$ cat config.mk
export PLATFORM = sky130hd
export DESIGN_NAME = lli_round
export DESIGN_NICKNAME = d
export VERILOG_FILES = /design/src/sv/lli_pkg.sv /design/src/sv/lli_round.sv
export SDC_FILE = /design/constraint.sdc
export NUM_CORES = 1
export LEC_CHECK = 0
export BUFFER_PORTS_ARGS = -buffer_cell sky130_fd_sc_hd__buf_2
export CORE_MARGIN = 4
export CORE_UTILIZATION = 43
export CTS_CLUSTER_DIAMETER = 30
export DETAILED_ROUTE_END_ITERATION = 8
export GPL_TIMING_DRIVEN = 0
export PLACE_DENSITY = 0.76
export SLEW_MARGIN = 20
export SYNTH_ARGS = -nofsm -noshare
export SYNTH_HDL_FRONTEND = slang
export SYNTH_SLANG_ARGS = --single-unit
$ cat constraint.sdc
create_clock -name clk -period 7.1 [get_ports clk]
set_input_delay 0.71 -clock clk [delete_from_list [all_inputs] [get_ports clk]]
set_output_delay 0.71 -clock clk [all_outputs]
set_load 0.01 [all_outputs]
$ cat src/sv/lli_pkg.sv
// line intersection package: status codes, sideband struct, output width
// no dependencies
`default_nettype none
package lli_pkg;

  localparam int OUT_BITS = 48;

  typedef enum logic [1:0] {
    ST_PARALLEL = 2'd0,
    ST_SAME     = 2'd1,
    ST_POINT    = 2'd2
  } status_t;

  // control carried alongside the divider data
  typedef struct packed {
    status_t status;
    logic    neg_x;
    logic    neg_y;
  } lli_side_t;

endpackage
`default_nettype wire

$ cat src/sv/lli_round.sv
// rounding, clamping, sign and output register
// depends on lli_pkg
`default_nettype none
module lli_round #(
  parameter int DB = 35,
  parameter int NB = 68
) (
  input  wire logic clk,
  input  wire logic rst,
  input  wire logic en,
  input  wire logic in_valid,
  input  wire lli_pkg::lli_side_t in_side,
  input  wire logic [DB-1:0] in_den,
  input  wire logic [DB-1:0] in_rem_x,
  input  wire logic [NB-1:0] in_num_x,
  input  wire logic [DB-1:0] in_rem_y,
  input  wire logic [NB-1:0] in_num_y,
  output logic out_valid,
  output logic [1:0] status,
  output logic signed [lli_pkg::OUT_BITS-1:0] cross_x,
  output logic signed [lli_pkg::OUT_BITS-1:0] cross_y,
  output logic saturated
);
  localparam int OB = lli_pkg::OUT_BITS;
  localparam int CW = (NB + 1 > OB + 1) ? NB + 1 : OB + 1;

  logic r_valid;
  lli_pkg::lli_side_t r_side;
  logic [NB:0] qx, qy;
  logic [CW-1:0] lim_x, lim_y, ex, ey, cx, cy, sx, sy;
  logic ovx, ovy, pt;

  always_ff @(posedge clk) begin
    if (rst) begin
      r_valid   <= 1'b0;
      out_valid <= 1'b0;
    end else if (en) begin
      r_valid   <= in_valid;
      out_valid <= r_valid;
    end
  end

  always_comb begin
    ex    = CW'(qx);
    ey    = CW'(qy);
    lim_x = (CW'(1) << (OB - 1)) - CW'(!r_side.neg_x);
    lim_y = (CW'(1) << (OB - 1)) - CW'(!r_side.neg_y);
    ovx   = ex > lim_x;
    ovy   = ey > lim_y;
    cx    = ovx ? lim_x : ex;
    cy    = ovy ? lim_y : ey;
    sx    = r_side.neg_x ? -cx : cx;
    sy    = r_side.neg_y ? -cy : cy;
    pt    = r_side.status == lli_pkg::ST_POINT;
  end

  always_ff @(posedge clk) begin
    if (en) begin
      // round half away from zero on the magnitude
      qx <= (NB+1)'(in_num_x) + (NB+1)'({in_rem_x, 1'b0} >= {1'b0, in_den});
      qy <= (NB+1)'(in_num_y) + (NB+1)'({in_rem_y, 1'b0} >= {1'b0, in_den});
      r_side    <= in_side;
      status    <= r_side.status;
      cross_x   <= pt ? sx[OB-1:0] : '0;
      cross_y   <= pt ? sy[OB-1:0] : '0;
      saturated <= pt && (ovx || ovy);
    end
  end
endmodule
`default_nettype wire

==> results.rst, run 1 <==
.. list-table::
   :header-rows: 1

   * - Metric
     - Value
   * - Outcome
     - finished clean
   * - Vertical die dimension
     - 208 µm
   * - Power Dens Cells
     - roughly 220 mW/mm²
   * - Routed WL per cell
     - around 20 µm
   * - Number of enable-type register cells in the synthesized netlist
     - roughly 240
   * - Wire length on met2
     - around 24 mm
   * - Count of pins over their slew limit
     - 0
   * - Avg Cell Area, Syn
     - approximately 10 µm²
   * - Cell at the root of the clock tree
     - sky130_fd_sc_hd__clkbuf_16
   * - Post-route clock skew
     - 0.0275 ns
   * - Gpl congestion
     - between 0.9 and 1
   * - Synth Net Count
     - about 2100
   * - CTS clock-pin slew for the worst setup and hold paths
     - 0.05 ns
   * - Critical path startpoint category
     - flip-flop
   * - Critical path data arrival time
     - between 6 and 7 ns
   * - Distinct cell type count after synthesis
     - 75
   * - Worst-case setup slack after placement
     - -0.151 ns
   * - Amount of wire on met3 after detailed routing
     - 5.45 mm
   * - CP delay by family, top
     - simple AND/OR/NAND/NOR gates
   * - Post-route core utilization
     - 0.546
   * - Number of global-route vias before repair
     - between 15000 and 20000
   * - Post-synthesis register bit count
     - 243
   * - Starting Density
     - 0.439
   * - RSZ-0062 raised after global routing
     - yes
   * - Number of I/O port buffers
     - 348
   * - Proportion of synthesized flip-flops having asynchronous set or reset
     - 0
   * - Post-synthesis cell area
     - ~0.017 mm²
   * - DRC violations left
     - 0
   * - Clock tree from TritonCTS
     - done
   * - Total of max-cap violations
     - 0
   * - Cells after Synth
     - about 1700
   * - Buffers plus inverters on the worst setup path
     - 4
   * - Predominant post-synthesis flop cell
     - sky130_fd_sc_hd__edfxtp_1
   * - Total global routing overflow
     - 0
   * - Top Layer Used
     - met5
   * - Fmax achieved
     - 0.150 GHz
   * - Count of antenna-violating nets left after detailed routing
     - 0
   * - I/O pin count
     - 349
   * - Crit end category
     - flip-flop
   * - Total of warnings raised by yosys
     - 0
   * - Count of vias placed by the detailed router
     - 15406
   * - GRT Total Usage
     - 0.237
   * - Slew at the pin closest to its max-slew limit
     - around 0.80 ns
   * - Commonest non-fill, non-tap cell in the layout
     - sky130_fd_sc_hd__buf_2
   * - Setup slack of the critical path after layout
     - 0.414 ns
   * - H-tree depth reported by CTS
     - 2
   * - Starting DRC count in detailed routing
     - around 1100
   * - Static power due to leakage
     - 8.77 nW
   * - Num rows
     - 72
   * - Detailed-router iteration count before antenna repair
     - 5
   * - Post-route met1 wirelength
     - between 20 and 25 mm
   * - Worst vdd rail ir drop
     - roughly 0.17 mV
   * - Width of the chip
     - about 210 µm
   * - Fillers
     - approximately 3400
   * - CP Max Fanout
     - 13
   * - First-pass GRT wire length
     - 82.9 mm
   * - Series of cell instances along the critical path
     - inv_1 > buf_2 > clkbuf_2 > ha_1 > nand3_1 > or4_1 > nor4_2 > and4b_1 > or2b_1 > o22a_1 > nor2_1 > a21oi_1 > ha_1 > nor2b_1 > nand4_1 > or3_1 > clkbuf_1 > nor4_2 > nand4_1 > o41ai_1 > xor2_1 > a21oi_1
   * - Final count of negative-setup-slack endpoints
     - 0
   * - Standard cell with the maximum stage delay on the critical path
     - sky130_fd_sc_hd__edfxtp_1
   * - Net count of the finished layout
     - around 2500
   * - Antenna violations before repair
     - 29
   * - Routed Wire Length
     - ~53 mm
   * - Post-synthesis sequential area ratio
     - 0.425
   * - Data required time of the critical path
     - about 7.4 ns
   * - Largest net degree at the start of global routing
     - 86
   * - Share of cells above drive strength 1
     - 0.233
   * - Final hold vios
     - 0
   * - Clock sink count
     - roughly 240
   * - Cell area after layout
     - about 0.021 mm²
   * - Core region area
     - just under 0.04 mm²
   * - Top library cells by usage in the layout, fill and taps aside
     - sky130_fd_sc_hd__buf_2, sky130_fd_sc_hd__edfxtp_1, sky130_fd_sc_hd__ha_1, sky130_fd_sc_hd__nand2_1, sky130_fd_sc_hd__a21oi_1
   * - Die ar.
     - around 0.043 mm²
   * - Area after DPL
     - 0.0197 mm²
   * - Worst max-slew margin expressed relative to the limit
     - 0.461
   * - Later-pin clock latency in the skew report
     - 0.56 ns
   * - Placed wire-length estimate after detailed placement
     - around 43 mm
   * - Maximum single-stage delay on the critical path
     - ~0.62 ns
   * - Cts bufs inserted
     - 46
   * - Via/cell ratio
     - 5.73
   * - Worst hold path type
     - primary input to flip-flop
   * - Final worst path period share
     - 0.942
   * - Area growth from synthesis to final layout
     - 24.3%
   * - Worst-case clock buffer depth
     - 3
   * - Worst setup path class
     - flip-flop to flip-flop
   * - Shortest clock period the worst path allows after layout
     - approximately 6.7 ns
-- logic make-up (layout without fill, tap and decap cells) --
group	after synthesis	in the layout	synth area share
and+or+nand+nor	609	609	0.183
AOI/OAI and AO/OA	390	390	0.138
DFF	243	243	0.425
adders and majority gates	170	170	0.124
xor gates and xnor gates	160	160	0.0818
buffers and inverters	118	556	0.0278
muxes	32	32	0.0204
other	0	12	0
-- metrics by stage --
step,hold slack (ns),setup TNS [ns],total power [mW],std cells
CTS,0.309,0,4.76,2679
detailed placement,0.472,-1.21,2.56,2594
floorplan,0.441,0,2.21,1722
global route,0.306,-0.0175,4.94,2687
finish,0.327,0,4.73,2690
global placement,0.465,-13.49,2.52,2588
-- worst register-to-register path, cell delays in order (launching register included) --
cell and delay, ns:
sky130_fd_sc_hd__edfxtp_1 0.62, sky130_fd_sc_hd__inv_1 0.35, sky130_fd_sc_hd__buf_2 0.30, sky130_fd_sc_hd__clkbuf_2 0.24, sky130_fd_sc_hd__ha_1 0.36, sky130_fd_sc_hd__nand3_1 0.10, sky130_fd_sc_hd__or4_1 0.57, sky130_fd_sc_hd__nor4_2 0.33
sky130_fd_sc_hd__and4b_1 0.30, sky130_fd_sc_hd__or2b_1 0.15, sky130_fd_sc_hd__o22a_1 0.29, sky130_fd_sc_hd__nor2_1 0.12, sky130_fd_sc_hd__a21oi_1 0.25, sky130_fd_sc_hd__ha_1 0.22, sky130_fd_sc_hd__nor2b_1 0.18, sky130_fd_sc_hd__nand4_1 0.19
sky130_fd_sc_hd__or3_1 0.36, sky130_fd_sc_hd__clkbuf_1 0.23, sky130_fd_sc_hd__nor4_2 0.36, sky130_fd_sc_hd__nand4_1 0.20, sky130_fd_sc_hd__o41ai_1 0.38, sky130_fd_sc_hd__xor2_1 0.21, sky130_fd_sc_hd__a21oi_1 0.10
-- cells in the mapped netlist (all sizes together), types with 3 or more instances --
| master | instances | area, µm² |
|---|---|---|
| nand4 | 55 | 350 |
| xor2 | 45 | 394 |
| a21oi | 144 | 721 |
| a22o | 3 | 26.3 |
| and2 | 3 | 18.8 |
| mux2i | 8 | 80.1 |
| inv | 61 | 229 |
| a2111oi | 4 | 35.0 |
| edfxtp | 241 | 7240 |
| o311a | 3 | 30.0 |
| ha | 170 | 2130 |
| buf | 17 | 97.6 |
| mux2 | 24 | 270 |
| nand2 | 146 | 548 |
| a221oi | 3 | 26.3 |
| or3 | 26 | 168 |
| a211oi | 16 | 120 |
| nor3 | 45 | 257 |
| a211o | 3 | 26.3 |
| nor2b | 12 | 75.1 |
| o31ai | 19 | 143 |
| xnor2 | 115 | 1010 |
| or4 | 11 | 82.6 |
| and3 | 31 | 194 |
| or2 | 9 | 56.3 |
| o41ai | 5 | 43.8 |
| o211ai | 9 | 72.6 |
| a31oi | 8 | 50.1 |
| nor4 | 32 | 228 |
| o21a | 12 | 90.1 |
| o21ai | 106 | 534 |
| nor2 | 133 | 504 |
| a311oi | 11 | 96.3 |
| and4 | 12 | 105 |
| a21o | 30 | 225 |
| nand2b | 12 | 75.1 |
| clkbuf | 40 | 150 |
| nand3 | 73 | 365 |
-- final timing paths --
| kind | cells past startpoint | startpoint | slack [ns] | to |
|---|---|---|---|---|
| setup / recovery | 22 | r_side[0] | 0.41 | cross_y[46] |
| hold / removal | 1 | in_side[2] | 0.33 | r_side[2] |
| setup reg to reg | 22 | r_side[0] | 0.41 | cross_y[46] |
| hold reg to reg | 2 | out_valid | 0.50 | out_valid |
-- routing by layer --
| metal | vias to the layer above | global-route usage |
|---|---|---|
| li1 | 7342 | - |
| met1 | 7181 | 0.307 |
| met3 | 146 | 0.0698 |
| met4 | 34 | 0.0852 |
| met2 | 703 | 0.380 |
| met5 | - | 0 |
-- area by class of cell --
type | instances | area, µm² | area share
inverters | 61 | 229 | 0.0107
diodes | 12 | 30.0 | 0.00141
clock buffers | 49 | 1180 | 0.0556
repair buffers | 355 | 1890 | 0.0886
plain buffers | 55 | 243 | 0.0114
flip-flops and latches | 243 | 7280 | 0.342
multi-input cells | 1361 | 9400 | 0.441
well taps | 518 | 648 | 0.0304
clock inverters | 36 | 400 | 0.0188
-- flip-flops by register name, summed over array words and instances, names as in the netlist --
signal	count
r_side	4
ex	69
status	2
r_valid	1
cross_x	48
cross_y	48
ey	69
saturated	1
out_valid	1
-- power breakdown --
| part | internal (mW) | total [mW] | switching (mW) |
|---|---|---|---|
| sequential | 1.71 | 1.83 | 0.119 |
| clock | 1.41 | 2.19 | 0.777 |
| combinational | 0.303 | 0.716 | 0.413 |
-- timing repair --
action,in CTS,in global routing
endpoints found under the setup margin,11,25
hold buffers,0,0
pin swaps,0,1
gates resized for setup,3,2
setup buffers,0,1
Note: power is estimated with default switching activity, not from simulation.
==> inputs of run 2 (changes only) <==
--- a/config.mk
+++ b/config.mk
@@ -12,6 +12,7 @@
 export DETAILED_ROUTE_END_ITERATION = 8
 export GPL_TIMING_DRIVEN = 0
 export PLACE_DENSITY = 0.76
+export REMOVE_ABC_BUFFERS = 1
 export SLEW_MARGIN = 20
 export SYNTH_ARGS = -nofsm -noshare
 export SYNTH_HDL_FRONTEND = slang
==> run 2 against run 1 <==
  * Non-clock buffer count down 47
  * Die area unchanged
  * First-iteration DRC count grew 0.70%
  * Critical path type unchanged
  * Largest power group unchanged
==> results.rst, run 2 (same netlist as run 1, synthesis figures left out) <==
.. list-table::
   :header-rows: 1

   * - Metric
     - Value
   * - Count of antenna-violating nets left after detailed routing
     - 0
   * - Core region area
     - 0.0390 mm²
   * - Part of the total power dissipated in combinational logic
     - 0.130
   * - RSZ-0062 raised after global routing
     - no
   * - Hold Path Depth
     - 2
   * - Reg2Reg Launch Point
     - r_side[0]
   * - Static power due to leakage
     - ~9.1 nW
   * - Worst Reg2Reg Path Length in Cells
     - 19
   * - Worst vdd rail ir drop
     - about 0.15 mV
   * - Outcome
     - finished clean
   * - Count of vias placed by the detailed router
     - 15251
   * - Starting Density
     - 0.439
   * - Area after DPL
     - ~0.020 mm²
   * - Die ar.
     - around 0.043 mm²
   * - Vertical die dimension
     - ~210 µm
   * - GRT Total Usage
     - 0.227
   * - Number of global-route vias before repair
     - 15221
   * - Routed Wire Length
     - roughly 51 mm
   * - Gpl congestion
     - about 0.93
   * - Num rows
     - 72
   * - Final count of negative-setup-slack endpoints
     - 0
   * - Final worst path period share
     - 0.942
   * - Top library cells by usage in the layout, fill and taps aside
     - sky130_fd_sc_hd__buf_2, sky130_fd_sc_hd__edfxtp_1, sky130_fd_sc_hd__ha_1, sky130_fd_sc_hd__nand2_1, sky130_fd_sc_hd__a21oi_1
   * - Clock tree from TritonCTS
     - done
   * - Total global routing overflow
     - 0
   * - Power spent charging and discharging nets
     - 1.42 mW
   * - Capture instance of the worst register-to-register path
     - cross_y[46]
   * - Area growth from synthesis to final layout
     - 27.8%
   * - Worst setup path class
     - flip-flop to flip-flop
   * - Critical path startpoint category
     - flip-flop
   * - Number of hold buffers added after CTS
     - 0
   * - Share of cells above drive strength 1
     - 0.247
   * - Power Dens Cells
     - between 200 and 300 mW/mm²
   * - Series of cell instances along the critical path
     - inv_4 > ha_1 > nand3_1 > or4_1 > nor4_2 > and4b_1 > or2b_1 > o22a_4 > nor2_1 > a21oi_1 > ha_1 > nor2b_1 > nand4_1 > or3_1 > nor4_2 > nand4_1 > o41ai_1 > xor2_1 > a21oi_1
   * - Switching part of the total power
     - 0.258
   * - Crit end category
     - flip-flop
   * - Worst max-slew margin expressed relative to the limit
     - 0.411
   * - Hold path start
     - rst
   * - DRC violations left
     - 0
   * - Critical path data arrival time
     - around 7 ns
   * - Shortest clock period the worst path allows after layout
     - between 6 and 7 ns
   * - Largest net degree at the start of global routing
     - ~110
   * - Fmax achieved
     - between 0.1 and 0.15 GHz
   * - First-pass GRT wire length
     - around 80 mm
   * - Slew at the pin closest to its max-slew limit
     - between 0.8 and 0.9 ns
   * - Placed wire-length estimate after detailed placement
     - about 40 mm
   * - Clock sink count
     - approximately 240
   * - Destination of the worst hold path
     - out_valid
   * - Total of max-cap violations
     - 0
   * - Count of pins over their slew limit
     - 0
   * - Power share of the sequential group
     - 0.331
   * - I/O pin count
     - between 300 and 400
   * - Post-route worst hold slack
     - roughly 0.3 ns
   * - Starting DRC count in detailed routing
     - about 1200
   * - Cell area after layout
     - 0.0219 mm²
   * - Data required time of the critical path
     - between 7 and 8 ns
   * - Final sum of negative setup slack
     - 0 ns
   * - Cts bufs inserted
     - 61
   * - Post-route clock skew
     - approximately 0.014 ns
   * - Maximum single-stage delay on the critical path
     - approximately 0.60 ns
   * - Number of I/O port buffers
     - around 350
   * - Worst-case clock buffer depth
     - 3
   * - Via/cell ratio
     - roughly 5.7
   * - Commonest non-fill, non-tap cell in the layout
     - sky130_fd_sc_hd__buf_2
   * - Final hold vios
     - 0
   * - Width of the chip
     - 208 µm
   * - Fillers
     - around 3300
   * - Register-to-register setup slack
     - 0.41 ns
   * - Register area
     - roughly 0.0073 mm²
   * - Net count of the finished layout
     - 2510
   * - Cell at the root of the clock tree
     - sky130_fd_sc_hd__clkbuf_16
   * - Clk pwr share
     - 0.539
   * - Routed WL per cell
     - slightly below 20 µm
   * - Worst hold path type
     - primary input to flip-flop
   * - Standard cell with the maximum stage delay on the critical path
     - sky130_fd_sc_hd__or3_1
   * - Footprint of the multi-input gates
     - about 0.0094 mm²
   * - Antenna violations before repair
     - 15
   * - Later-pin clock latency in the skew report
     - 0.58 ns
   * - H-tree depth reported by CTS
     - 2
   * - Internal power consumption
     - 4.07 mW
   * - CP Max Fanout
     - 50
   * - Detailed-router iteration count before antenna repair
     - 5
   * - CTS clock-pin slew for the worst setup and hold paths
     - roughly 0.050 ns
-- run 2: area by class of cell --
cell class                      count  share of cell area
Antenna cell                       11             0.00126
Clock buffer                       64              0.0702
Clock inverter                     51              0.0307
Inverter                           61              0.0106
Multi-Input combinational cell   1361               0.431
Sequential cell                   243               0.332
Tap cell                          518              0.0296
Timing Repair Buffer              363              0.0942
-- run 2: how the worst max path moves through the flow --
| stage | start | end | slack, ns | cells past startpoint |
|---|---|---|---|---|
| floorplan | r_side[0] | cross_y[46] | -1.10 | 19 |
| global placement | r_side[0] | cross_y[46] | -4.00 | 19 |
| detailed placement | r_side[0] | cross_y[46] | -0.19 | 19 |
| CTS | r_side[0] | cross_y[46] | 0.02 | 19 |
| global route | r_side[0] | cross_y[46] | 0.15 | 19 |
| finish | r_side[0] | cross_y[46] | 0.41 | 19 |
-- run 2: repair_timing --
item / CTS / global route
hold endpoints to repair: 0 / 0
resized for setup: 1 / 5
pin swaps: 0 / 1
endpoints found under the setup margin: 3 / 21
setup buffers: 0 / 2
-- run 2: metal layers --
| layer | GRT usage | up-vias | share of wire |
|---|---|---|---|
| met3 | 0.0591 | 112 | 0.083 |
| li1 | - | 7280 | - |
| met4 | 0.0849 | 10 | 0.034 |
| met2 | 0.391 | 675 | 0.49 |
| met1 | 0.273 | 7174 | 0.39 |
| met5 | 0 | - | 0.0013 |
-- run 2: critical path, delay by kind of cell (launching register included) --
family	cells	cell delay (ns)
adders and majority gates	2	0.66
and+or+nand+nor	11	3.57
xor gates and xnor gates	1	0.18
buffers and inverters	1	0.43
AOI/OAI and AO/OA	4	0.98
DFF	1	0.54
-- run 2: stage by stage --
step	worst slack (ns)	total power, mW	utilization	std cells
floorplan	-1.10	2.20	-	1665
global placement	-4.00	2.50	0.494	2531
detailed placement	-0.192	2.54	0.503	2544
CTS	0.0164	5.51	0.560	2659
global route	0.148	5.70	0.561	2668
finish	0.412	5.49	0.561	2672
-- run 2: power by group through the flow --
stage / combinational, mW / sequential (mW) / clock [mW]
2_1_floorplan: 0.370 / 1.83 / 0
5_1_grt: 0.796 / 1.83 / 3.08
6_report: 0.713 / 1.82 / 2.95
3_3_place_gp: 0.639 / 1.86 / 0
3_5_place_dp: 0.701 / 1.84 / 0
4_1_cts: 0.710 / 1.81 / 2.99
