<file path="config.mk">
export PLATFORM = sky130hd
export DESIGN_NAME = lli_div_cell
export DESIGN_NICKNAME = d
export VERILOG_FILES = /design/src/sv/lli_pkg.sv /design/src/sv/lli_div_cell.sv
export SDC_FILE = /design/constraint.sdc
export NUM_CORES = 1
export LEC_CHECK = 0
export BUFFER_PORTS_ARGS = -buffer_cell sky130_fd_sc_hd__buf_2
export CAP_MARGIN = 20
export CORE_AREA = 2 2 191 193
export CTS_CLUSTER_DIAMETER = 80
export DETAILED_ROUTE_END_ITERATION = 7
export DIE_AREA = 0 0 193 195
export SLEW_MARGIN = 20
export SYNTH_ARGS = -nofsm -noshare
export SYNTH_HDL_FRONTEND = slang
export SYNTH_SLANG_ARGS = --single-unit
</file>
<file path="constraint.sdc">
create_clock -name clk -period 7.1 [get_ports clk]
set_input_delay 1.42 -clock clk [delete_from_list [all_inputs] [get_ports clk]]
set_output_delay 1.42 -clock clk [all_outputs]
set_load 0.01 [all_outputs]
</file>
<file path="src/sv/lli_pkg.sv">
// line intersection package: status codes, sideband struct, output width
// no dependencies
`default_nettype none
package lli_pkg;

  localparam int OUT_BITS = 48;

  typedef enum logic [1:0] {
    ST_PARALLEL = 2'd0,
    ST_SAME     = 2'd1,
    ST_POINT    = 2'd2
  } status_t;

  // control carried alongside the divider data
  typedef struct packed {
    status_t status;
    logic    neg_x;
    logic    neg_y;
  } lli_side_t;

endpackage
`default_nettype wire

</file>
<file path="src/sv/lli_div_cell.sv">
// one restoring division step for both coordinates
// depends on lli_pkg
`default_nettype none
module lli_div_cell #(
  parameter int DB = 35,
  parameter int NB = 68
) (
  input  wire logic clk,
  input  wire logic rst,
  input  wire logic en,
  input  wire logic in_valid,
  input  wire lli_pkg::lli_side_t in_side,
  input  wire logic [DB-1:0] in_den,
  input  wire logic [DB-1:0] in_rem_x,
  input  wire logic [NB-1:0] in_num_x,
  input  wire logic [DB-1:0] in_rem_y,
  input  wire logic [NB-1:0] in_num_y,
  output logic out_valid,
  output lli_pkg::lli_side_t out_side,
  output logic [DB-1:0] out_den,
  output logic [DB-1:0] out_rem_x,
  output logic [NB-1:0] out_num_x,
  output logic [DB-1:0] out_rem_y,
  output logic [NB-1:0] out_num_y
);
  logic [DB:0] tx, ty;
  logic gx, gy;

  always_comb begin
    tx = {in_rem_x, in_num_x[NB-1]};
    ty = {in_rem_y, in_num_y[NB-1]};
    gx = tx >= {1'b0, in_den};
    gy = ty >= {1'b0, in_den};
  end

  always_ff @(posedge clk) begin
    if (rst) begin
      out_valid <= 1'b0;
    end else if (en) begin
      out_valid <= in_valid;
    end
  end

  always_ff @(posedge clk) begin
    if (en) begin
      out_side  <= in_side;
      out_den   <= in_den;
      out_rem_x <= gx ? DB'(tx - {1'b0, in_den}) : DB'(tx);
      out_rem_y <= gy ? DB'(ty - {1'b0, in_den}) : DB'(ty);
      out_num_x <= {in_num_x[NB-2:0], gx};
      out_num_y <= {in_num_y[NB-2:0], gy};
    end
  end
endmodule
`default_nettype wire

</file>
==> flow_metrics.env, run 1 <==
export IMPL_antenna_found_initial=15
export IMPL_arrival_ns=5.20
export IMPL_place_hpwl_um=35200
export IMPL_htreeDepth=1
export IMPL_synth_fp_nets=1338
export IMPL_ys_seq_area_share_pct=59.8
export IMPL_grt_pass1_vias=9974
export IMPL_final_layout_size_suffix_gt1_share_pct=38.0
export IMPL_syn_area_sq_um=12300
export IMPL_clk_path_buf_depth=3
export IMPL_cp_start_kind="primary input"
export IMPL_yosysWarnings=0
export IMPL_hold_path_class="flip-flop to flip-flop"
export IMPL_core_rowCount=69
export IMPL_gp_congestion=0.900
export IMPL_synth_ff_type="edfxtp_1"
export IMPL_portBuffers=494
export IMPL_grt_use_met3_pct=6.67
export IMPL_io_pins=495
export IMPL_cts_resized=0
export IMPL_postLayoutSetupSlackWorst_ns=2.24
export IMPL_clock_latency_ns=0.56
export IMPL_fin_crit_sh_pct=68.5
export IMPL_cts_root_buf="clkbuf_16"
export IMPL_drtIter0Drc=581
export IMPL_peakVddDrop_mv=0.218
export IMPL_grt_max_degree=168
export IMPL_relSlewSlack_pct=34.1
export IMPL_worst_pin_slew_ns=0.988
export IMPL_postSynthCellCount=1017
export IMPL_slew_viol_final=0
export IMPL_fmax_mhz=206
export IMPL_viasPerCell=5.05
export IMPL_grt_use_total_pct=22.4
export IMPL_cp_end_kind="flip-flop"
export IMPL_rsz0062_at_grt="no"
export IMPL_crit_fanout=38
export IMPL_fp_dieArea_sq_um=37600
export IMPL_grtUsageMet1_pct=26.5
export IMPL_leakagePower_nw=7.12
export IMPL_die_width_um=193
export IMPL_layout_min_cycle_time_ns=4.86
export IMPL_critPathKind="primary input to flip-flop"
export IMPL_use_met2_pct=37.8
export IMPL_postRouteAntennaNets=0
export IMPL_nets=1833
export IMPL_ys_seq_elements=246
export IMPL_grt_overflow=0
export IMPL_wirelength_um=44100
export IMPL_crit_required_ns=7.44
export IMPL_cap_violations=0
export IMPL_grt_busiest_layer="met2"
export IMPL_numCtsBuffers=29
export IMPL_hold_viol_final=0
export IMPL_cts_tree="built"
export IMPL_synthDistinctLibCells=67
export IMPL_status="completed"
export IMPL_clock_sinks=246
export IMPL_drt_pass1_iterations=5
export IMPL_holdBufCountCts=0
export IMPL_area_growth_pct=31.5
export IMPL_utilization_pct=45.8
export IMPL_start_util_pct=34.9
export IMPL_synth_edf_count=245
export IMPL_avgSynthCellArea_sq_um=12.1
export IMPL_core_area_sq_um=35400
export IMPL_postCtsSetupBuffers=0
export IMPL_grt_pass1_wl_um=62600
export IMPL_wl_per_cell_um=22.1
export IMPL_async_flop_share_pct=0
export IMPL_vias=10100
export IMPL_setup_viol=0
export IMPL_path_clk_slew_ns=0.06
export IMPL_totalNegativeSetupSlack_ns=0
export IMPL_layout_common_cells="buf_2 (493), edfxtp_1 (245), nand2_1 (91)"
export IMPL_skew_ns=0
export IMPL_die_y_um=195
export IMPL_power_density_nw_per_um2=257
export IMPL_layout_commonest_cell="buf_2"
export IMPL_preCtsSetupSlack_ns=1.61
export IMPL_drc=0
-- critical path, stage by stage --
cell and delay, ns:
buf_2 0.09, inv_1 0.08, ha_1 0.45, nand4_1 0.24, nor4_1 0.63, o211ai_1 0.23
nand4_2 0.21, a211oi_2 0.13, o311ai_1 0.29, a211o_2 0.72, buf_4 0.38, mux2_4 0.32
-- routing by layer --
layer	vias up	routed length, um
li1	4784	-
met1	4785	17000
met2	413	21100
met3	99	3940
met4	22	1970
met5	-	123
-- logic make-up after synthesis --
family                     count (synthesis)  synth area share [%]
AOI/OAI and AO/OA                        282                  14.8
xor gates and xnor gates                  56                  3.97
adders and majority gates                 72                  7.42
buffers and inverters                    102                  3.55
DFF                                      246                  59.8
muxes                                     10                 0.983
and+or+nand+nor                          249                  9.54
-- sequential cells by signal, indices dropped and copies added, names as in the netlist --
name / count
out_rem_x: 35
out_rem_y: 35
out_den: 35
out_side: 4
out_num_y: 68
out_valid: 1
out_num_x: 68
-- per-stage QoR --
| stage | total power, mW | cells | hold slack, ns | instance area, sq um |
|---|---|---|---|---|
| floorplan | 2.33 | 1017 | 0.528 | 12300 |
| global placement | 2.72 | 1942 | 0.476 | 15300 |
| detailed placement | 2.73 | 1942 | 0.492 | 15300 |
| CTS | 4.23 | 1995 | 0.507 | 16200 |
| global route | 4.36 | 1998 | 0.532 | 16200 |
| finish | 4.18 | 2000 | 0.500 | 16200 |
-- path summary, 6_finish.rpt --
path / start / end / slack, ns / cells past startpoint
min: out_valid / out_valid / 0.50 / 2
min reg2reg: out_valid / out_valid / 0.50 / 2
max reg2reg: out_valid / out_valid / 6.52 / 2
max: in_den[20] / out_rem_y[27] / 2.24 / 12
-- final cells by class --
cell class | instances | area [sq um]
fillers | 3367 | 19200
flip-flops and latches | 246 | 7380
diodes | 5 | 12.5
clock buffers | 32 | 737
multi-input cells | 669 | 4540
repair buffers | 499 | 2530
well taps | 461 | 577
clock inverters | 21 | 198
inverters | 67 | 251
-- power breakdown --
group          internal, mW  leakage (nW)  switching (mW)
Combinational         0.345          4.25           0.534
Clock                 0.859         0.463           0.616
Sequential             1.78          2.41          0.0400
Total                  2.99          7.12            1.19
-- Yosys cell counts (6+ instances only) --
cell type	count	share of area, %
and2_1	6	0.30
xor2_1	26	1.8
a31oi_1	6	0.30
a21oi_1	75	3.0
nor3_1	15	0.61
nand3_1	16	0.65
o21a_1	7	0.43
o21ai_0	71	2.9
nor2_1	58	1.8
o31ai_1	7	0.43
clkbuf_1	15	0.46
edfxtp_1	245	60
a21oi_2	23	1.6
nand2b_1	7	0.35
nand4_1	18	0.91
a21o_1	33	2.0
nand2_1	91	2.8
inv_1	67	2.0
o21bai_1	14	0.85
nor2b_1	10	0.51
and3_1	8	0.41
ha_1	70	7.1
buf_2	14	0.57
xnor2_1	30	2.1
Note: power is estimated with default switching activity, not from simulation.
==> inputs of run 2 (changes only) <==
--- a/config.mk
+++ b/config.mk
@@ -7,10 +7,10 @@
 export LEC_CHECK = 0
 export BUFFER_PORTS_ARGS = -buffer_cell sky130_fd_sc_hd__buf_2
 export CAP_MARGIN = 20
-export CORE_AREA = 2 2 191 193
+export CORE_AREA = 2 2 193 195
 export CTS_CLUSTER_DIAMETER = 80
 export DETAILED_ROUTE_END_ITERATION = 7
-export DIE_AREA = 0 0 193 195
+export DIE_AREA = 0 0 195 197
 export SLEW_MARGIN = 20
 export SYNTH_ARGS = -nofsm -noshare
 export SYNTH_HDL_FRONTEND = slang
==> constraint.sdc (replaced) <==
create_clock -name clk -period 5 [get_ports clk]
set_input_delay 1 -clock clk [delete_from_list [all_inputs] [get_ports clk]]
set_output_delay 1 -clock clk [all_outputs]
set_load 0.01 [all_outputs]
==> run 2 against run 1 <==
  * Via count shrank 0.14%
  * Largest cell class unchanged
  * Non-clock buffer count grew 4
  * Setup slack lost 1.1 ns
  * Critical path depth is the same
  * Design area grew 0.76%
  * First-iteration DRC count shrank 19%
  * Sequential share of layout area shrank 0.34 points
  * Final cell count grew 0.70%
  * Sequential power grew 42%
  * Die area grew 2.1%
  * Routed wire length grew 0.37%
  * Clock skew is the same
==> flow_metrics.env, run 2 (synthesis gave the netlist of run 1 again) <==
export IMPL_status="completed"
export IMPL_place_hpwl_um=35700
export IMPL_totalNegativeSetupSlack_ns=0
export IMPL_place_area_sq_um=15300
export IMPL_drt_pass1_iterations=5
export IMPL_r2r_start="out_valid"
export IMPL_cts_resized=0
export IMPL_layout_min_cycle_time_ns=3.91
export IMPL_gp_congestion=0.920
export IMPL_cp_top_family="simple AND/OR/NAND/NOR gates"
export IMPL_fp_dieArea_sq_um=38400
export IMPL_holdBufCountCts=0
export IMPL_final_seq_area_sq_um=7380
export IMPL_postRouteAntennaNets=0
export IMPL_antenna_found_initial=9
export IMPL_power_density_nw_per_um2=372
export IMPL_setup_viol=0
export IMPL_grt_pass1_wl_um=63700
export IMPL_crit_required_ns=5.29
export IMPL_die_width_um=195
export IMPL_cap_violations=0
export IMPL_hold_path_startpoint="out_valid"
export IMPL_cp_start_kind="primary input"
export IMPL_grt_pass1_vias=10100
export IMPL_finish_instance_area_sq_um=16400
export IMPL_critPathKind="primary input to flip-flop"
export IMPL_wirelength_um=44300
export IMPL_clk_path_buf_depth=3
export IMPL_wl_met1_um=17600
export IMPL_fmax_mhz=256
export IMPL_cts_tree="built"
export IMPL_relSlewSlack_pct=35.1
export IMPL_grt_overflow=0
export IMPL_wl_met3_um=3250
export IMPL_hold_path_cell_count=2
export IMPL_start_util_pct=34.0
export IMPL_path_cells="buf_2 -> inv_1 -> ha_1 -> nand4_1 -> nor4_1 -> o211ai_1 -> nand4_2 -> a211oi_2 -> o311ai_1 -> a211o_2 -> buf_12 -> mux2_2"
export IMPL_nets=1837
export IMPL_cts_root_buf="clkbuf_16"
export IMPL_utilization_pct=45.1
export IMPL_core_area_sq_um=36300
export IMPL_worst_pin_slew_ns=0.974
export IMPL_drtIter0Drc=471
export IMPL_layout_common_cells="buf_2 (493), edfxtp_1 (245), nand2_1 (91)"
export IMPL_route_met2_wl_um=22100
export IMPL_hold_path_class="flip-flop to flip-flop"
export IMPL_fillers=3479
export IMPL_grt_use_total_pct=22.3
export IMPL_holdPathEnd="out_valid"
export IMPL_largest_registers="out_num_x: 68 flops, out_num_y: 68 flops"
export IMPL_portBuffers=494
export IMPL_leakagePower_nw=7.16
export IMPL_viasPerCell=5.01
export IMPL_core_rowCount=70
export IMPL_slew_viol_final=0
export IMPL_crit_fanout=34
export IMPL_die_y_um=197
export IMPL_rsz0062_at_grt="no"
export IMPL_timing_reg2reg_setup_slack_ns=4.42
export IMPL_cp_num_buf_inv=3
export IMPL_htreeDepth=1
export IMPL_multi_input_area_sq_um=4540
export IMPL_r2r_end="out_valid"
export IMPL_cp_slowest_cell="nor4_1"
export IMPL_layout_commonest_cell="buf_2"
export IMPL_io_pins=495
export IMPL_area_growth_pct=32.5
export IMPL_postCtsSetupBuffers=0
export IMPL_arrival_ns=4.21
export IMPL_final_layout_size_suffix_gt1_share_pct=38.4
export IMPL_peakVddDrop_mv=0.225
export IMPL_routed_top_layer="met5"
export IMPL_clock_sinks=246
export IMPL_path_clk_slew_ns=0.06
export IMPL_drc=0
export IMPL_total_power_mw=6.09
export IMPL_wl_per_cell_um=22.0
export IMPL_skew_ns=0
export IMPL_numCtsBuffers=29
export IMPL_grt_max_degree=121
export IMPL_hold_viol_final=0
export IMPL_clock_latency_ns=0.55
export IMPL_vias=10100
export IMPL_fin_crit_sh_pct=78.3
export IMPL_r2r_cells=2
export IMPL_slowest_delay_ns=0.65
export IMPL_cp_end_kind="flip-flop"
run 2: how the worst max path moves through the flow:
| stage | slack, ns | to | depth (start not counted) | from |
|---|---|---|---|---|
| global route | 0.90 | out_rem_y[0] | 14 | in_den[22] |
| floorplan | 1.46 | out_rem_y[18] | 13 | in_num_y[67] |
| CTS | 1.01 | out_rem_y[15] | 12 | in_den[23] |
| finish | 1.09 | out_rem_y[15] | 12 | in_den[22] |
| detailed placement | 0.45 | out_rem_y[34] | 12 | in_den[23] |
| global placement | 0.48 | out_rem_y[27] | 12 | in_den[20] |
run 2: per-stage QoR:
step | worst slack, ns | hold slack [ns] | std cells
final | 1.09 | 0.498 | 2014
after global placement | 0.479 | 0.473 | 1953
after floorplan | 1.46 | 0.528 | 1017
after CTS | 1.01 | 0.503 | 2006
after detailed placement | 0.445 | 0.488 | 1953
after global routing | 0.901 | 0.519 | 2009
run 2: routing by layer:
layer  global-route usage (%)  up-vias
li1                         -     4800
met1                     26.7     4795
met2                     39.5      415
met3                     5.46       69
met4                     7.04       10
met5                        0        -
run 2: worst register-to-register path, cell delays in order (launching register included):
cell,delay [ns]
dfxtp_1,0.31
mux2i_1,0.12
nor2_1,0.05
run 2: area by class of cell:
cell class | instances | area share, %
antenna | 8 | 0.122
timing repair buffer | 503 | 15.7
clock inverter | 21 | 1.68
inverter | 67 | 1.54
clock buffer | 32 | 4.51
tap | 468 | 3.58
multi-input combinational | 669 | 27.8
sequential | 246 | 45.1
run 2: power by group:
part	total (mW)	leakage, nW	internal, mW	switching (mW)
Clock	2.25	0.486	1.38	0.872
Combinational	1.25	4.27	0.493	0.759
Sequential	2.59	2.41	2.53	0.0591
==> inputs of run 3 (changes only) <==
--- a/config.mk
+++ b/config.mk
@@ -5,12 +5,13 @@
 export SDC_FILE = /design/constraint.sdc
 export NUM_CORES = 1
 export LEC_CHECK = 0
+export ABC_AREA = 1
 export BUFFER_PORTS_ARGS = -buffer_cell sky130_fd_sc_hd__buf_2
 export CAP_MARGIN = 20
-export CORE_AREA = 2 2 193 195
+export CORE_AREA = 2 2 194 196
 export CTS_CLUSTER_DIAMETER = 80
 export DETAILED_ROUTE_END_ITERATION = 7
-export DIE_AREA = 0 0 195 197
+export DIE_AREA = 0 0 196 198
 export SLEW_MARGIN = 20
 export SYNTH_ARGS = -nofsm -noshare
 export SYNTH_HDL_FRONTEND = slang
==> constraint.sdc (replaced) <==
create_clock -name clk -period 3.9 [get_ports clk]
set_input_delay 0.78 -clock clk [delete_from_list [all_inputs] [get_ports clk]]
set_output_delay 0.78 -clock clk [all_outputs]
set_load 0.01 [all_outputs]
==> run 3 against run 2 <==
  * Register-to-register slack worse by 1.1 ns
  * Area after synthesis is 12% higher
  * Sequential power is 28% higher
  * Routed wire length is 16% higher
  * Final cell count is 28% higher
  * Global-route usage is 3.2 points higher
  * Setup slack better by 0.076 ns
  * Clock-buffer cell count is 6 higher
  * Flip-flop and latch count stayed put
  * Critical path depth is 2 higher
  * Clock skew stayed put
  * Worst hold slack worse by 0.14 ns
  * Critical path type unchanged
==> flow_metrics.env, run 3 <==
export IMPL_grt_max_degree=68
export IMPL_path_cells="buf_2 -> ha_1 -> fa_1 -> inv_1 -> nand3_1 -> nand3_1 -> nand3_1 -> nand3_2 -> nand2_1 -> nand2_1 -> nand2_1 -> nand2_2 -> buf_4 -> o21ai_0"
export IMPL_ys_seq_elements=246
export IMPL_r2r_start="out_valid"
export IMPL_yosysTopAreaCell="edfxtp_1"
export IMPL_clock_sinks=246
export IMPL_r2r_end="out_valid"
export IMPL_synth_top_area_share_pct=53.4
export IMPL_skew_ns=0
export IMPL_synth_ff_type="edfxtp_1"
export IMPL_core_rowCount=71
export IMPL_synth_fp_nets=1869
export IMPL_syn_area_sq_um=13800
export IMPL_clock_latency_ns=0.57
export IMPL_power_density_nw_per_um2=446
export IMPL_crit_start="in_den[0]"
export IMPL_worst_pin_slew_ns=0.630
export IMPL_timing_reg2reg_setup_slack_ns=3.31
export IMPL_place_inst=2509
export IMPL_leakagePower_nw=9.04
export IMPL_wl_per_cell_um=19.9
export IMPL_viasPerCell=4.78
export IMPL_hold_path_cell_count=2
export IMPL_synth_edf_count=245
export IMPL_final_layout_size_suffix_gt1_share_pct=29.6
export IMPL_yosysMostFrequentCell="nand2_1"
export IMPL_postCtsSetupBuffers=0
export IMPL_synthTopCellsByCount="nand2_1 (586), edfxtp_1 (245), inv_1 (237)"
export IMPL_layout_min_cycle_time_ns=2.74
export IMPL_synthSimpleGateAreaFrac_pct=26.3
export IMPL_peakVddDrop_mv=0.362
export IMPL_cts_resized=0
export IMPL_ys_seq_area_share_pct=53.5
export IMPL_area_growth_pct=29.5
export IMPL_synth_xor_area_share_pct=2.29
export IMPL_drt_pass1_iterations=5
export IMPL_total_power_mw=7.96
export IMPL_totalNegativeSetupSlack_ns=0
export IMPL_synth_fa_ha_area_share_pct=6.65
export IMPL_wirelength_um=51200
export IMPL_fin_cells=2573
export IMPL_cp_end_kind="flip-flop"
export IMPL_place_hpwl_um=42200
export IMPL_async_flop_share_pct=0
export IMPL_critPathKind="primary input to flip-flop"
export IMPL_numCtsBuffers=30
export IMPL_htreeDepth=1
export IMPL_synthDistinctLibCells=35
export IMPL_io_pins=495
export IMPL_largest_registers="out_num_x: 68 flops, out_num_y: 68 flops"
export IMPL_vias=12300
export IMPL_drc=0
export IMPL_crit_end="out_rem_x[1]"
export IMPL_cap_violations=0
export IMPL_path_clk_slew_ns=0.06
export IMPL_start_util_pct=37.3
export IMPL_muxShareOfSynthArea_pct=0.0726
export IMPL_clk_path_buf_depth=3
export IMPL_drtIter0Drc=628
export IMPL_nets=2388
export IMPL_postRouteAntennaNets=0
export IMPL_postSynthCellCount=1548
export IMPL_arrival_ns=3.04
export IMPL_fmax_mhz=365
export IMPL_cp_slowest_cell="fa_1"
export IMPL_synth_area_top_cells="edfxtp_1 (53%), nand2_1 (16%), inv_1 (6.5%)"
export IMPL_synth_top_family_by_area="simple AND/OR/NAND/NOR gates"
export IMPL_setup_viol=0
export IMPL_r2r_cells=2
export IMPL_crit_fanout=38
export IMPL_hold_viol_final=0
export IMPL_crit_required_ns=4.20
export IMPL_die_width_um=196
export IMPL_status="completed"
export IMPL_synth_compound_area_share_pct=3.31
export IMPL_slew_viol_final=0
export IMPL_core_area_sq_um=37000
export IMPL_slowest_delay_ns=0.42
export IMPL_antenna_found_initial=13
export IMPL_whs_ns=0.358
export IMPL_grt_use_total_pct=25.5
export IMPL_cp_start_kind="primary input"
export IMPL_portBuffers=494
export IMPL_rsz0062_at_grt="no"
export IMPL_grt_pass1_wl_um=73300
export IMPL_holdBufCountCts=0
export IMPL_gp_congestion=0.939
export IMPL_layout_commonest_cell="nand2_1"
export IMPL_hold_path_class="primary input to flip-flop"
export IMPL_die_y_um=198
export IMPL_cts_tree="built"
export IMPL_grt_pass1_vias=12300
export IMPL_cts_root_buf="clkbuf_16"
export IMPL_fp_dieArea_sq_um=38800
export IMPL_grt_overflow=0
export IMPL_yosysWarnings=0
export IMPL_layout_common_cells="nand2_1 (586), buf_2 (493), edfxtp_1 (245)"
export IMPL_relSlewSlack_pct=58.0
export IMPL_avgSynthCellArea_sq_um=8.90
export IMPL_fin_crit_sh_pct=70.2
run 3: cell types whose count changed after synthesis, moves of 22 or more:
| cell | change |
|---|---|
| a21oi_2 | -22 |
| nand3_1 | +37 |
| o21ai_0 | -52 |
| inv_1 | +170 |
| nand2_1 | +495 |
| nor2_1 | +50 |
| a21oi_1 | -22 |
| xnor2_1 | -26 |
| a21o_1 | -33 |
run 3: per-layer routing:
metal	GRT usage, %	vias up	share of wire, %
li1	-	6048	-
met1	29.6	5740	39
met2	46.3	413	50
met3	5.71	84	7.0
met4	8.50	12	3.2
met5	0	-	0.18
run 3: kinds of logic after synthesis:
family	after synthesis
adders and majority gates	72
AOI/OAI and AO/OA	85
and+or+nand+nor	848
muxes	1
DFF	246
buffers and inverters	260
xor gates and xnor gates	36
run 3: layout make-up:
| class | instances | area, sq um |
|---|---|---|
| Antenna cell | 8 | 20.0 |
| Clock buffer | 38 | 802 |
| Clock inverter | 18 | 225 |
| Fill cell | 3667 | 19100 |
| Inverter | 246 | 926 |
| Multi-Input combinational cell | 1042 | 5330 |
| Sequential cell | 246 | 7380 |
| Tap cell | 474 | 593 |
| Timing Repair Buffer | 501 | 2570 |
run 3: where the power goes:
part	switching, mW	internal, mW
clock	1.14	1.78
sequential	0.0772	3.23
combinational	1.12	0.611
run 3: critical path: cells and delay by family:
kind,cells,cell delay (ns)
and+or+nand+nor,8,0.77
buffers and inverters,3,0.67
adders and majority gates,2,0.65
AOI/OAI and AO/OA,1,0.14
run 3: how the worst min path moves through the flow:
stage          slack (ns)         to       from
2_1_floorplan        0.53  out_valid  out_valid
3_3_place_gp         0.47  out_valid  out_valid
3_5_place_dp         0.48  out_valid  out_valid
4_1_cts              0.34  out_valid        rst
5_1_grt              0.34  out_valid        rst
6_report             0.36  out_valid        rst
run 3: metrics by stage:
step / util (%) / instance area [sq um] / worst slack, ns
finish: 48.3 / 17800 / 1.16
global route: 48.2 / 17800 / 0.967
CTS: 48.2 / 17800 / 1.18
detailed placement: 45.4 / 16800 / 0.577
global placement: 45.4 / 16800 / 0.643
floorplan: - / 13800 / 1.23
